===== src/design/touch_event_sanitizer_unit_defines.svh =====
// Assertion macros shared by the touch event sanitizer RTL.
`ifndef TOUCH_EVENT_SANITIZER_UNIT_DEFINES_SVH
`define TOUCH_EVENT_SANITIZER_UNIT_DEFINES_SVH

// Checks that the consequent holds in the same cycle as the antecedent.
`define TES_ASSERT_SAME(lbl, clk, rst_n, ante, cons) \
    lbl: assert property (@(posedge clk) disable iff (!rst_n) (ante) |-> (cons)) \
        else $error("touch event sanitizer: same-cycle check failed");

// Checks that the consequent holds in the cycle after the antecedent.
`define TES_ASSERT_NEXT(lbl, clk, rst_n, ante, cons) \
    lbl: assert property (@(posedge clk) disable iff (!rst_n) (ante) |=> (cons)) \
        else $error("touch event sanitizer: next-cycle check failed");

`endif


===== src/design/tes_pkg.sv =====
// Types and constants shared by the touch event sanitizer.
`timescale 1ns / 1ps

package tes_pkg;

    // Fixed field widths of the stream words.
    localparam int TASK_W     = 3;
    localparam int TIME_W     = 32;
    localparam int COORD_W    = 12;
    localparam int FLAGS_W    = 3;
    localparam int LIMIT_W    = 16;
    localparam int EVENT_W    = 2;

    // Input word: task, time, start, move, end, x, y from bit 0 up.
    localparam int IN_TASK_LSB  = 0;
    localparam int IN_TIME_LSB  = IN_TASK_LSB + TASK_W;
    localparam int IN_FLAGS_LSB = IN_TIME_LSB + TIME_W;
    localparam int IN_X_LSB     = IN_FLAGS_LSB + FLAGS_W;
    localparam int IN_Y_LSB     = IN_X_LSB + COORD_W;
    localparam int IN_BITS      = IN_Y_LSB + COORD_W;
    localparam int IN_TDATA_W   = ((IN_BITS + 7) / 8) * 8;

    // Output word: x, y, ready from bit 0 up.
    localparam int OUT_X_LSB     = 0;
    localparam int OUT_Y_LSB     = OUT_X_LSB + COORD_W;
    localparam int OUT_READY_BIT = OUT_Y_LSB + COORD_W;
    localparam int OUT_BITS      = OUT_READY_BIT + 1;
    localparam int OUT_TDATA_W   = ((OUT_BITS + 7) / 8) * 8;

    // Bit positions inside the three-bit flag group.
    localparam int FL_START_BIT = 0;
    localparam int FL_MOVE_BIT  = 1;
    localparam int FL_END_BIT   = 2;

    localparam logic [FLAGS_W-1:0] FLAGS_NONE       = 3'b000;
    localparam logic [FLAGS_W-1:0] FLAGS_START_ONLY = 3'b001;

    localparam logic [LIMIT_W-1:0] STARVE_LIMIT_RESET = 16'd300;

    typedef enum logic [0:0] {
        KIND_POLL  = 1'b0,
        KIND_CLEAR = 1'b1
    } item_kind_t;

    typedef enum logic [EVENT_W-1:0] {
        EV_NONE  = 2'd0,
        EV_START = 2'd1,
        EV_MOVE  = 2'd2,
        EV_END   = 2'd3
    } event_kind_t;

endpackage


===== src/design/touch_event_sanitizer_unit.sv =====
// Touch event sanitizer top: per-task touch cleanup, one word/cycle unless stalled.
`timescale 1ns / 1ps
`include "touch_event_sanitizer_unit_defines.svh"

// Touch event sanitizer. Each input word names a task and carries either a
// raw touch poll (millisecond time, start/move/end flags and x, y) or a
// request to clear that task's context. The block keeps one context per task
// and returns exactly one result word per input word: a clean start, move or
// end event (or none), its coordinates, and a ready flag that tells whether
// the sample differs from the stored last state. A missed end is made up when
// a start arrives at new coordinates with the finger still down, and a missed
// start is made up from a move, or from an end at new coordinates when the
// previous poll of the task came no later than starve_limit_ms before. The
// block takes one word every clock cycle while the output is not stalled; a
// word sits in the input register, where its task context is read, decided
// on and written back, and then moves on to the result register, which
// drives the output. A new word can be taken into an empty input register
// while a finished result still waits in the result register. Words whose
// task is at or above TASK_COUNT leave all contexts alone and give an
// all-zero result, as does a clear word. The user must write the starve
// limit through cfg_wr_en / cfg_wr_data only while no word is in flight;
// the block itself does not enforce this.
module touch_event_sanitizer_unit #(
    parameter int TASK_COUNT  = 8,
    parameter int COORD_WIDTH = 12
) (
    input  logic                              clk,
    input  logic                              rst_n,
    // Input stream.
    input  logic                              s_tvalid,
    output logic                              s_tready,
    // task_req[2:0], now_ms[34:3], start_flag[35], move_flag[36],
    // end_flag[37], touch_x[49:38], touch_y[61:50], zero fill above.
    input  logic [tes_pkg::IN_TDATA_W-1:0]    s_tdata,
    // kind[0].
    input  logic                              s_tuser,
    // Output stream.
    output logic                              m_tvalid,
    input  logic                              m_tready,
    // event_x[11:0], event_y[23:12], ready_res[24], zero fill above.
    output logic [tes_pkg::OUT_TDATA_W-1:0]   m_tdata,
    // event_kind[1:0].
    output logic [tes_pkg::EVENT_W-1:0]       m_tuser,
    // Starve limit register write.
    input  logic                              cfg_wr_en,
    input  logic [tes_pkg::LIMIT_W-1:0]       cfg_wr_data
);
    import tes_pkg::*;

    // Width of a context index; a single task still needs one bit.
    localparam int IDX_W  = (TASK_COUNT > 1) ? $clog2(TASK_COUNT) : 1;
    // Scratch width for widening or narrowing coordinates and task numbers.
    localparam int CEXT_W = (COORD_WIDTH > COORD_W) ? COORD_WIDTH : COORD_W;
    localparam int TEXT_W = TASK_W + IDX_W;

    // Input register.
    logic                     in_valid_reg;
    item_kind_t               in_kind_reg;
    logic [TASK_W-1:0]        in_task_reg;
    logic [TIME_W-1:0]        in_time_reg;
    logic [FLAGS_W-1:0]       in_flags_reg;
    logic [COORD_W-1:0]       in_x_reg;
    logic [COORD_W-1:0]       in_y_reg;

    // Result register.
    logic                     out_valid_reg;
    event_kind_t              ev_kind_reg;
    logic [COORD_W-1:0]       ev_x_reg;
    logic [COORD_W-1:0]       ev_y_reg;
    logic                     ready_reg;

    // Starve limit and per-task contexts.
    logic [LIMIT_W-1:0]       starve_limit_reg;
    logic [TIME_W-1:0]        last_poll_reg   [TASK_COUNT];
    logic [FLAGS_W-1:0]       last_flags_reg  [TASK_COUNT];
    logic                     finger_down_reg [TASK_COUNT];
    logic [COORD_WIDTH-1:0]   prev_x_reg      [TASK_COUNT];
    logic [COORD_WIDTH-1:0]   prev_y_reg      [TASK_COUNT];

    // Next values for the addressed context and the result register.
    logic [FLAGS_W-1:0]       ctx_flags_next;
    logic                     ctx_down_next;
    event_kind_t              ev_kind_next;
    logic [COORD_WIDTH-1:0]   ev_x_int;
    logic [COORD_WIDTH-1:0]   ev_y_int;
    logic [COORD_W-1:0]       ev_x_next;
    logic [COORD_W-1:0]       ev_y_next;
    logic                     ready_next;

    // Handshake and decode.
    logic                     in_accept;
    logic                     advance;
    logic                     ctx_write;
    logic                     in_range;
    logic [TEXT_W-1:0]        task_ext;
    logic [IDX_W-1:0]         idx;
    logic [CEXT_W-1:0]        x_ext;
    logic [CEXT_W-1:0]        y_ext;
    logic [CEXT_W-1:0]        ex_ext;
    logic [CEXT_W-1:0]        ey_ext;
    logic [COORD_WIDTH-1:0]   cur_x;
    logic [COORD_WIDTH-1:0]   cur_y;
    logic [TIME_W-1:0]        gap;
    logic                     starving;
    logic                     moved;
    logic                     down;
    logic [FLAGS_W-1:0]       stored_flags;

    // The result register takes a new word whenever it is empty or being
    // drained; the input register empties into it at the same edge.
    assign advance   = !out_valid_reg || m_tready;
    assign s_tready  = !in_valid_reg || advance;
    assign in_accept = s_tvalid && s_tready;
    assign ctx_write = advance && in_valid_reg && in_range;

    assign task_ext = TEXT_W'(in_task_reg);
    assign idx      = task_ext[IDX_W-1:0];
    assign in_range = (32'(in_task_reg) < 32'(TASK_COUNT));

    // Coordinates are kept at COORD_WIDTH bits inside the block.
    assign x_ext = CEXT_W'(in_x_reg);
    assign y_ext = CEXT_W'(in_y_reg);
    assign cur_x = x_ext[COORD_WIDTH-1:0];
    assign cur_y = y_ext[COORD_WIDTH-1:0];

    assign stored_flags = last_flags_reg[idx];
    assign down         = finger_down_reg[idx];
    assign moved        = (cur_x != prev_x_reg[idx]) || (cur_y != prev_y_reg[idx]);

    // The poll gap is read as a signed value; a negative gap never starves.
    assign gap      = in_time_reg - last_poll_reg[idx];
    assign starving = !gap[TIME_W-1] && (gap > TIME_W'(starve_limit_reg));

    // Event decision for a poll word. Start wins over move, move over end.
    always_comb
    begin
        ev_kind_next   = EV_NONE;
        ev_x_int       = '0;
        ev_y_int       = '0;
        ctx_flags_next = in_flags_reg;
        ready_next     = 1'b0;
        if (in_range && (in_kind_reg == KIND_POLL))
        begin
            ready_next = (in_flags_reg != stored_flags) || moved;
            if (in_flags_reg[FL_START_BIT])
            begin
                if (!down)
                begin
                    ev_kind_next = EV_START;
                    ev_x_int     = cur_x;
                    ev_y_int     = cur_y;
                end
                else if (moved)
                begin
                    // Missed end: close the old touch where it was.
                    ev_kind_next = EV_END;
                    ev_x_int     = prev_x_reg[idx];
                    ev_y_int     = prev_y_reg[idx];
                end
            end
            else if (in_flags_reg[FL_MOVE_BIT])
            begin
                if (!down || stored_flags[FL_START_BIT] || moved)
                begin
                    // With the finger up this is a missed start.
                    ev_kind_next = down ? EV_MOVE : EV_START;
                    ev_x_int     = cur_x;
                    ev_y_int     = cur_y;
                end
            end
            else if (in_flags_reg[FL_END_BIT])
            begin
                if (down)
                begin
                    ev_kind_next = EV_END;
                    ev_x_int     = cur_x;
                    ev_y_int     = cur_y;
                end
                else if (!starving && moved)
                begin
                    // Missed start on a short tap; remember it as a start.
                    ev_kind_next   = EV_START;
                    ev_x_int       = cur_x;
                    ev_y_int       = cur_y;
                    ctx_flags_next = FLAGS_START_ONLY;
                end
            end
        end
    end

    always_comb
    begin
        ctx_down_next = down;
        case (ev_kind_next)
            EV_START: ctx_down_next = 1'b1;
            EV_MOVE:  ctx_down_next = 1'b1;
            EV_END:   ctx_down_next = 1'b0;
            default:  ctx_down_next = down;
        endcase
    end

    assign ex_ext    = CEXT_W'(ev_x_int);
    assign ey_ext    = CEXT_W'(ev_y_int);
    assign ev_x_next = ex_ext[COORD_W-1:0];
    assign ev_y_next = ey_ext[COORD_W-1:0];

    // Input register.
    always_ff @(posedge clk or negedge rst_n)
    begin
        if (!rst_n)
        begin
            in_valid_reg <= 1'b0;
        end
        else if (in_accept)
        begin
            in_valid_reg <= 1'b1;
        end
        else if (advance)
        begin
            in_valid_reg <= 1'b0;
        end
    end

    always_ff @(posedge clk)
    begin
        if (in_accept)
        begin
            in_kind_reg  <= item_kind_t'(s_tuser);
            in_task_reg  <= s_tdata[IN_TASK_LSB +: TASK_W];
            in_time_reg  <= s_tdata[IN_TIME_LSB +: TIME_W];
            in_flags_reg <= s_tdata[IN_FLAGS_LSB +: FLAGS_W];
            in_x_reg     <= s_tdata[IN_X_LSB +: COORD_W];
            in_y_reg     <= s_tdata[IN_Y_LSB +: COORD_W];
        end
    end

    // Result register.
    always_ff @(posedge clk or negedge rst_n)
    begin
        if (!rst_n)
        begin
            out_valid_reg <= 1'b0;
        end
        else if (advance)
        begin
            out_valid_reg <= in_valid_reg;
        end
    end

    always_ff @(posedge clk)
    begin
        if (advance && in_valid_reg)
        begin
            ev_kind_reg <= ev_kind_next;
            ev_x_reg    <= ev_x_next;
            ev_y_reg    <= ev_y_next;
            ready_reg   <= ready_next;
        end
    end

    // Starve limit register.
    always_ff @(posedge clk or negedge rst_n)
    begin
        if (!rst_n)
        begin
            starve_limit_reg <= STARVE_LIMIT_RESET;
        end
        else if (cfg_wr_en)
        begin
            starve_limit_reg <= cfg_wr_data;
        end
    end

    // Task contexts: written back at the same edge the word leaves the
    // input register, so the next word already sees the update.
    always_ff @(posedge clk or negedge rst_n)
    begin
        if (!rst_n)
        begin
            for (int t = 0; t < TASK_COUNT; t++)
            begin
                last_poll_reg[t]   <= '0;
                last_flags_reg[t]  <= FLAGS_NONE;
                finger_down_reg[t] <= 1'b0;
                prev_x_reg[t]      <= '0;
                prev_y_reg[t]      <= '0;
            end
        end
        else if (ctx_write)
        begin
            last_poll_reg[idx] <= in_time_reg;
            if (in_kind_reg == KIND_CLEAR)
            begin
                last_flags_reg[idx]  <= FLAGS_NONE;
                finger_down_reg[idx] <= 1'b0;
                prev_x_reg[idx]      <= '0;
                prev_y_reg[idx]      <= '0;
            end
            else
            begin
                last_flags_reg[idx]  <= ctx_flags_next;
                finger_down_reg[idx] <= ctx_down_next;
                prev_x_reg[idx]      <= cur_x;
                prev_y_reg[idx]      <= cur_y;
            end
        end
    end

    assign m_tvalid = out_valid_reg;
    assign m_tuser  = ev_kind_reg;
    assign m_tdata  = OUT_TDATA_W'({ready_reg, ev_y_reg, ev_x_reg});

    // The input side only stalls while a word sits in the input register.
    `TES_ASSERT_SAME(a_stall_needs_word, clk, rst_n, !s_tready, in_valid_reg)
    // A word leaving the input register always lands in the result register.
    `TES_ASSERT_NEXT(a_word_lands, clk, rst_n, advance && in_valid_reg, out_valid_reg)
    // A clear word leaves its task lifted and stamped with its time.
    `TES_ASSERT_NEXT(a_clear_context, clk, rst_n,
        ctx_write && (in_kind_reg == KIND_CLEAR),
        !finger_down_reg[$past(idx)] && (last_poll_reg[$past(idx)] == $past(in_time_reg)))
    // An end event always lifts the finger of its task.
    `TES_ASSERT_NEXT(a_end_lifts, clk, rst_n, ctx_write && (ev_kind_next == EV_END),
        !finger_down_reg[$past(idx)] && (ev_kind_reg == EV_END))
    // A word without an event carries zero coordinates.
    `TES_ASSERT_SAME(a_none_zero_xy, clk, rst_n, out_valid_reg && (ev_kind_reg == EV_NONE),
        (ev_x_reg == '0) && (ev_y_reg == '0))

endmodule


===== config.mk =====
export PLATFORM = sky130hd
export DESIGN_NAME = touch_event_sanitizer_unit
export DESIGN_NICKNAME = d
export VERILOG_FILES = /design/src/design/tes_pkg.sv /design/src/design/touch_event_sanitizer_unit.sv
export VERILOG_INCLUDE_DIRS = /design/src /design/src/design
export SDC_FILE = /design/constraint.sdc
export NUM_CORES = 1
export LEC_CHECK = 0
export BUFFER_PORTS_ARGS = -buffer_cell sky130_fd_sc_hd__buf_2
export CORE_UTILIZATION = 39
export DETAILED_ROUTE_END_ITERATION = 6
export PLACE_DENSITY_LB_ADDON = 0.25
export SLEW_MARGIN = 15
export SYNTH_ARGS = -nofsm -noshare
export SYNTH_HDL_FRONTEND = slang
export SYNTH_SLANG_ARGS = --single-unit

===== constraint.sdc =====
create_clock -name clk -period 7.7 [get_ports clk]
set_clock_uncertainty 0.05 [all_clocks]
set_input_delay 0.77 -clock clk [delete_from_list [all_inputs] [get_ports clk]]
set_output_delay 0.77 -clock clk [all_outputs]
set_load 0.03 [all_outputs]

==> flow_metrics.env <==
export IMPL_status="completed"
export IMPL_post_drt_via_cell_ratio=5.55
export IMPL_slowest_stage="edfxtp_1"
export IMPL_regArea_um2=15200
export IMPL_cap_viol_max_count=0
export IMPL_path_max_fanout=17
export IMPL_synthFlopType="dfrtp_1"
export IMPL_grt_overflow_total=0
export IMPL_rsz0062_at_grt="no"
export IMPL_grt_busiest_layer="met2"
export IMPL_wire_per_inst_um=22.2
export IMPL_grt_max_degree=179
export IMPL_max_stage_delay_ns=0.60
export IMPL_timing_fmax_ghz=0.141
export IMPL_synth_area_leaders="dfrtp_1, mux2_2, edfxtp_1"
export IMPL_fin_crit_sh_pct=92.0
export IMPL_start_util_pct=39.6
export IMPL_dp_cells=3334
export IMPL_finalSetupViolCount=0
export IMPL_place_ws_ns=0.391
export IMPL_clock_latency_ns=0.63
export IMPL_place_gp_congestion=0.873
export IMPL_hp_class="input port to asynchronous set/reset pin"
export IMPL_drt_total_wl_um=76700
export IMPL_yosys_warnings=0
export IMPL_core_um2=69100
export IMPL_mostFrequentLayoutCell="dfrtp_1"
export IMPL_worst_pin_slew_ns=1.23
export IMPL_drive_gt1_share_pct=25.3
export IMPL_gr_usage_met3_pct=3.58
export IMPL_track_usage_pct=21.8
export IMPL_io_pins=122
export IMPL_cts_made_buffers=67
export IMPL_hold_viol=0
export IMPL_synthCells=2368
export IMPL_powerDensity_nw_per_um2=304
export IMPL_crit_buf_inv=3
export IMPL_hold_buffers=0
export IMPL_vdd_drop_max_mv=0.155
export IMPL_dr_pass1_iters=5
export IMPL_start_kind="register"
export IMPL_ys_types=82
export IMPL_dpl_hpwl_um=49000
export IMPL_fin_setup_tns_ns=0
export IMPL_dieArea_um2=71300
export IMPL_grt_pass1_vias=19900
export IMPL_cts_sinks=588
export IMPL_area_delta_synth_final_pct=14.6
export IMPL_crit_type="register to register"
export IMPL_grt_first_pass_wirelength_um=118000
export IMPL_drv_slew=0
export IMPL_multi_input_area_um2=11400
export IMPL_setup_ws_ns=0.619
export IMPL_die_h_um=267
export IMPL_layout_common_cells="dfrtp_1, nand2_1, o21ai_0"
export IMPL_clkTransAtPathRegs_ns=0.06
export IMPL_synth_edf_count=90
export IMPL_drt_iter0_drc=1387
export IMPL_synth_avg_cell_area_um2=11.6
export IMPL_yosysTopAreaCellShare_pct=45.1
export IMPL_die_x_um=267
export IMPL_met1_usage_pct=28.5
export IMPL_drtAntennaViolNets=0
export IMPL_final_min_clock_period_ns=7.08
export IMPL_diodes=0
export IMPL_placementRows=96
export IMPL_crit_required_ns=8.18
export IMPL_yosysTopAreaCell="dfrtp_1"
export IMPL_nNetsFinal=2611
export IMPL_async_flop_share_pct=84.7
export IMPL_cts_tree="done"
export IMPL_antenna_found_initial=1
export IMPL_htree_levels=3
export IMPL_slew_headroom_pct=18.0
export IMPL_power_mw=9.54
export IMPL_crit_arrival_ns=7.56
export IMPL_largest_register_ffs=256
export IMPL_p_sw_mw=2.85
export IMPL_swShare_pct=29.9
export IMPL_p_comb_share_pct=22.3
export IMPL_reg2regPathDepth=30
export IMPL_ys_ff_latch=588
export IMPL_via_count=19200
export IMPL_seq_area_frac_synth_pct=55.4
export IMPL_crit_family="compound AO/OA/AOI/OAI gates"
export IMPL_internal_power_mw=6.69
export IMPL_syn_area_um2=27400
export IMPL_cts_root_buf="clkbuf_16"
export IMPL_drc=0
export IMPL_setup_worst_path_end_class="register"
export IMPL_cpMostUsedCell="a21oi_1"
export IMPL_seqPwrFrac_pct=44.3
export IMPL_clock_path_buffers=3
export IMPL_n_fill_cell=6349
export IMPL_leakage_nw=13.6
export IMPL_cp_num_cells=30
export IMPL_clock_power_share_pct=33.4
export IMPL_io_buffer_count=112
export IMPL_final_cells=3460
export IMPL_hold_slack_ns=0.105
export IMPL_met2_usage_pct=36.5
-- power groups by stage --
stage	Sequential [mW]	Clock (mW)	Combinational, mW
after floorplan	4.19	0	1.51
after global placement	4.23	0	2.06
after detailed placement	4.28	0	2.12
after CTS	4.22	3.26	2.13
after global routing	4.31	3.38	2.36
final	4.23	3.19	2.12
-- path summary, 6_finish.rpt --
check | from | to | slack (ns)
setup / recovery | idx[0] | finger_down_reg[5] | 0.62
hold / removal | rst_n | last_poll_reg[22] | 0.10
setup reg to reg | idx[0] | finger_down_reg[5] | 0.62
hold reg to reg | prev_y_reg[55] | prev_y_reg[55] | 0.42
max in group asynchronous | rst_n | prev_x_reg[43] | 6.03
min in group clk | s_tuser | in_kind_reg | 0.27
-- logic make-up after synthesis --
group / after synthesis / share of synthesized area [%]
AO/OA/AOI/OAI: 592 / 13.8
flip-flops: 588 / 55.4
AND/OR/NAND/NOR: 528 / 8.70
multiplexers: 343 / 14.9
buffers and inverters: 217 / 3.29
adder cells (fa/ha/maj): 51 / 2.36
XOR/XNOR: 48 / 1.54
other: 1 / 0.0137
-- per-stage QoR --
stage	utilization (%)	area (um2)
after global placement	42.2	29100
after detailed placement	42.2	29100
after CTS	45.4	31400
after global routing	45.4	31400
final	45.4	31400
after floorplan	-	27400
-- synthesized netlist by cell type, drive strengths merged, types with 6 or more instances --
cell,count
nand4,16
o22ai,17
buf,65
mux2i,46
mux4,24
nor2b,11
inv,61
xor2,12
and3,24
edfxtp,90
nand2b,41
clkbuf,91
o211ai,7
a211oi,10
a31oi,7
nand2,322
nor4,6
nor2,55
mux2,273
ha,50
a221o,8
nand3,14
and2,7
a22o,19
xnor2,36
a221oi,40
a22oi,62
a21oi,74
o21ai,295
dfrtp,494
nor3,11
-- layer usage --
layer	vias to the layer above	part of all wire [%]	wire (um)
met5	-	0	0
met4	0	2.9	2220
met3	131	4.8	3700
met2	445	48	36800
met1	9860	44	34000
li1	8766	-	-
-- layout make-up --
class / instances / area share, %
sequential: 588 / 48.3
multi-input combinational: 1569 / 36.4
clock buffer: 107 / 6.47
timing repair buffer: 187 / 3.77
tap: 931 / 3.71
inverter: 61 / 0.729
clock inverter: 17 / 0.598
-- timing repair --
action | in CTS | in global routing
gates resized for setup | 0 | 3
setup buffers | 0 | 2
setup endpoints to repair | 0 | 8
Power figures use the tool's default switching activity.
